File: src/rc4_ram.sv
// Generic single-write, single-read synchronous RAM with registered read data.
// No dependencies; used for the S-box and the key store.
`timescale 1ns / 1ps

module rc4_ram #(
    parameter int WIDTH = 8,
    parameter int DEPTH = 256,
    parameter int AW    = (DEPTH > 1) ? $clog2(DEPTH) : 1
) (
    input  logic             aclk,
    input  logic             we,
    input  logic [AW-1:0]    waddr,
    input  logic [WIDTH-1:0] wdata,
    input  logic             re,
    input  logic [AW-1:0]    raddr,
    output logic [WIDTH-1:0] rdata
);

    logic [WIDTH-1:0] mem [DEPTH];
    logic [WIDTH-1:0] rdata_reg;

    always_ff @(posedge aclk) begin
        if (we) begin
            mem[waddr] <= wdata;
        end
        if (re) begin
            rdata_reg <= mem[raddr];
        end
    end

    assign rdata = rdata_reg;

endmodule

File: config.mk
export PLATFORM = sky130hd
export DESIGN_NAME = rc4_ram
export DESIGN_NICKNAME = d
export VERILOG_FILES = /design/src/rc4_ram.sv
export SDC_FILE = /design/constraint.sdc
export NUM_CORES = 2
export LEC_CHECK = 0
export BUFFER_PORTS_ARGS = -buffer_cell sky130_fd_sc_hd__buf_2
export CORE_ASPECT_RATIO = 1.75
export CORE_MARGIN = 4
export CORE_UTILIZATION = 30
export CTS_BUF_LIST = sky130_fd_sc_hd__clkbuf_8
export CTS_CLUSTER_DIAMETER = 40
export DETAILED_ROUTE_END_ITERATION = 10
export GPL_ROUTABILITY_DRIVEN = 1
export HOLD_SLACK_MARGIN = 0.02
export PLACE_DENSITY = 0.5
export SYNTH_ARGS = -nofsm -noshare
export SYNTH_HDL_FRONTEND = slang
export SYNTH_SLANG_ARGS = --single-unit
export TNS_END_PERCENT = 50
File: constraint.sdc
create_clock -name aclk -period 2.8 [get_ports aclk]
set_input_delay 0.56 -clock aclk [delete_from_list [all_inputs] [get_ports aclk]]
set_output_delay 0.56 -clock aclk [all_outputs]
set_load 0.01 [all_outputs]
==> impl_metrics.ini <==
[yosys]
synth_seq_area_share = 0.775
synth_cells = 3733
yosysUniqueCellTypes = 54
synth_area_per_cell_um2 = 21.3
synthArstFlopShare = 0
ys_ff_latch = 2056
synth_edf_count = 2056
synth_ff_type = edfxtp_1
syn_area_um2 = 79600
ys.warnings.count = 0
synth_nets = 3760

[final_layout]
fin_util = 0.361
drive_gt1_frac = 0.347
largest_reg_flops = 2048
layout.cells.non_filler = 8356
layout_commonest_cell = edfxtp_1
layout.nets = 4649
final_area_um2 = 95600
areaGrowthSynthToFinish_pct = 20.0
final_cell_mix = 2056 x edfxtp_1, 694 x buf_4, 454 x mux4_2, 303 x clkbuf_8, 279 x nor2_1

[placed_design]
placed_cell_area_um2 = 90100
portBuffers = 34
dp.cells = 7849
globalplace.congestion = 0.822
dp_hpwl_um = 161000

[timing]
relSlewSlack = 0.431
final_hold_viol_count = 0
slew_violations = 0
finalSetupViolCount = 1
skew_ns = 0.0475
max_freq_mhz = 355
rsz0062_at_grt = yes
finalCritPeriodShare = 1.01
postLayoutSetupSlackWorst_ns = -0.0171
worst_pin_slew_ns = 0.854
post-route-min-period_ns = 2.82
whs_ns = 0.122
timing.setup.tns_ns = -0.0171

[floorplanning]
die_width_um = 397
pin_count = 35
initial_core_util = 0.301
row_count = 250
dieArea_um2 = 274000
coreArea_um2 = 265000
dieHeight_um = 690

[route]
drt_iter0_drc = 3465
vias_per_cell = 4.94
wl_per_cell_um = 28.2
vias = 41300
drt_pass1_iterations = 5
wl_um = 236000
drcViolationCount = 0
ant_nets = 0

[worst_setup_path]
startpoint = raddr[0]
max_stage_delay_ns = 0.57
worstSetupPathType = in2reg
ff2ff_setup_slack_ns = 0.05
regToRegStartpoint = mem[143][2]
cp-end-kind = register
startpoint_type = primary input
arrival_ns = 3.51
worstPathMaxFanout = 13
required_ns = 3.50
crit_chain = buf_8, buf_12, buf_4, mux4_2, nor2b_1, a211oi_1, nor3_1, nor4_4, buf_4, nor4_2
cp_common_cell = buf_4
cp_slowest_cell = mux4_2

[flow_run]
drv_cap = 0

[cts]
cts_tree = done
cts_sinks = 2056
clkSlewWorstSetupHoldPaths_ns = 0.07
ctsHtreeMaxLevel = 5
cts_root_buf = clkbuf_8
clockBufferDepth = 4
clock_latency_ns = 0.93
cts_setup_buffers = 0
cts-buffers-inserted = 294

[worst_hold_path]
hold_start = wdata[5]
holdCritPathClass = in2reg

[grt]
grt_usage = 0.170
grt_pass1_wl_um = 333000
grt_max_degree = 90
grt_pass1_vias = 44400
grt_overflow_total = 0
antenna_found_initial = 18

[power]
ir_worst_vdd_mv = 0.346
p_leak_uw = 0.0309
power_density_nw_per_um2 = 635

[outcome]
violations = setup timing
status = finished with violations
## metrics by stage
stage,setup slack [ns],power [µW]
global route,0.0159,62800
finish,-0.0171,60600
floorplan,0.164,36300
detailed placement,-1.62,38600
global placement,-1.68,38500
CTS,0.0521,61400
## cell families after synthesis
family	share of synthesized area
DFF	0.775
muxes	0.146
and+or+nand+nor	0.0263
AOI/OAI and AO/OA	0.0342
buffers and inverters	0.0183
## cells in the mapped netlist, types with 3 or more instances
| master | count | area, µm² |
|---|---|---|
| a22o_1 | 8 | 70.1 |
| o211ai_1 | 10 | 75.1 |
| a221oi_1 | 13 | 114 |
| nor3_1 | 22 | 110 |
| mux2i_1 | 134 | 1340 |
| o21ai_0 | 10 | 50.1 |
| buf_6 | 21 | 236 |
| buf_8 | 13 | 195 |
| or2_2 | 4 | 25.0 |
| mux4_2 | 454 | 10200 |
| buf_4 | 27 | 203 |
| edfxtp_1 | 2056 | 61700 |
| nand3_1 | 34 | 170 |
| clkbuf_1 | 111 | 417 |
| a211oi_1 | 16 | 120 |
| o22ai_1 | 28 | 175 |
| o22a_1 | 5 | 43.8 |
| nand2_1 | 33 | 124 |
| a21oi_1 | 96 | 480 |
| buf_2 | 31 | 155 |
| o32ai_1 | 4 | 35.0 |
| nand4_1 | 10 | 62.6 |
| buf_1 | 22 | 82.6 |
| nor2_1 | 282 | 1060 |
| buf_12 | 8 | 160 |
| nor4_1 | 24 | 150 |
| a22oi_1 | 133 | 998 |
| and2_1 | 6 | 37.5 |
| nor4_2 | 3 | 37.5 |
| nand2b_1 | 8 | 50.1 |
| o221ai_1 | 46 | 403 |
| nor2b_1 | 31 | 194 |
## layer usage
layer	GRT usage	wire, µm
met5	0	0
met4	0.0749	11300
met3	0.0245	10800
met2	0.330	133000
met1	0.180	80900
## what timing repair did
item	CTS	global route
endpoints found under the setup margin	6	3
hold buffers	5	0
hold endpoints to repair	99	0
gates resized for setup	12	2
pin swaps	0	0
gates cloned	0	0
## power breakdown
part | switching [µW] | internal, µW | total (µW)
clock network | 11400 | 11400 | 22800
registers | 43.2 | 33900 | 34000
logic | 2310 | 1550 | 3860
total | 13800 | 46900 | 60600
## final timing paths
check | to | cells after the start
setup / recovery | rdata[0] | 10
hold / removal | mem[10][5] | 1
setup reg to reg | rdata[2] | 8
hold reg to reg | rdata[3] | 7
## area by class of cell
class,count,area [µm²]
inverters,2,7.51
clock inverters,188,1190
diodes,11,27.5
multi-input cells,1442,16600
flip-flops and latches,2056,61700
clock buffers,303,4170
fillers,24800,169000
well taps,3528,4410
repair buffers,826,7420
## critical path, delay by kind of cell
family          cells  cell delay, ns
simple gates        4            0.96
buf+inv             4            0.98
mux                 1            0.57
compound gates      1            0.42
No activity file was read; power rests on OpenSTA's default activity.
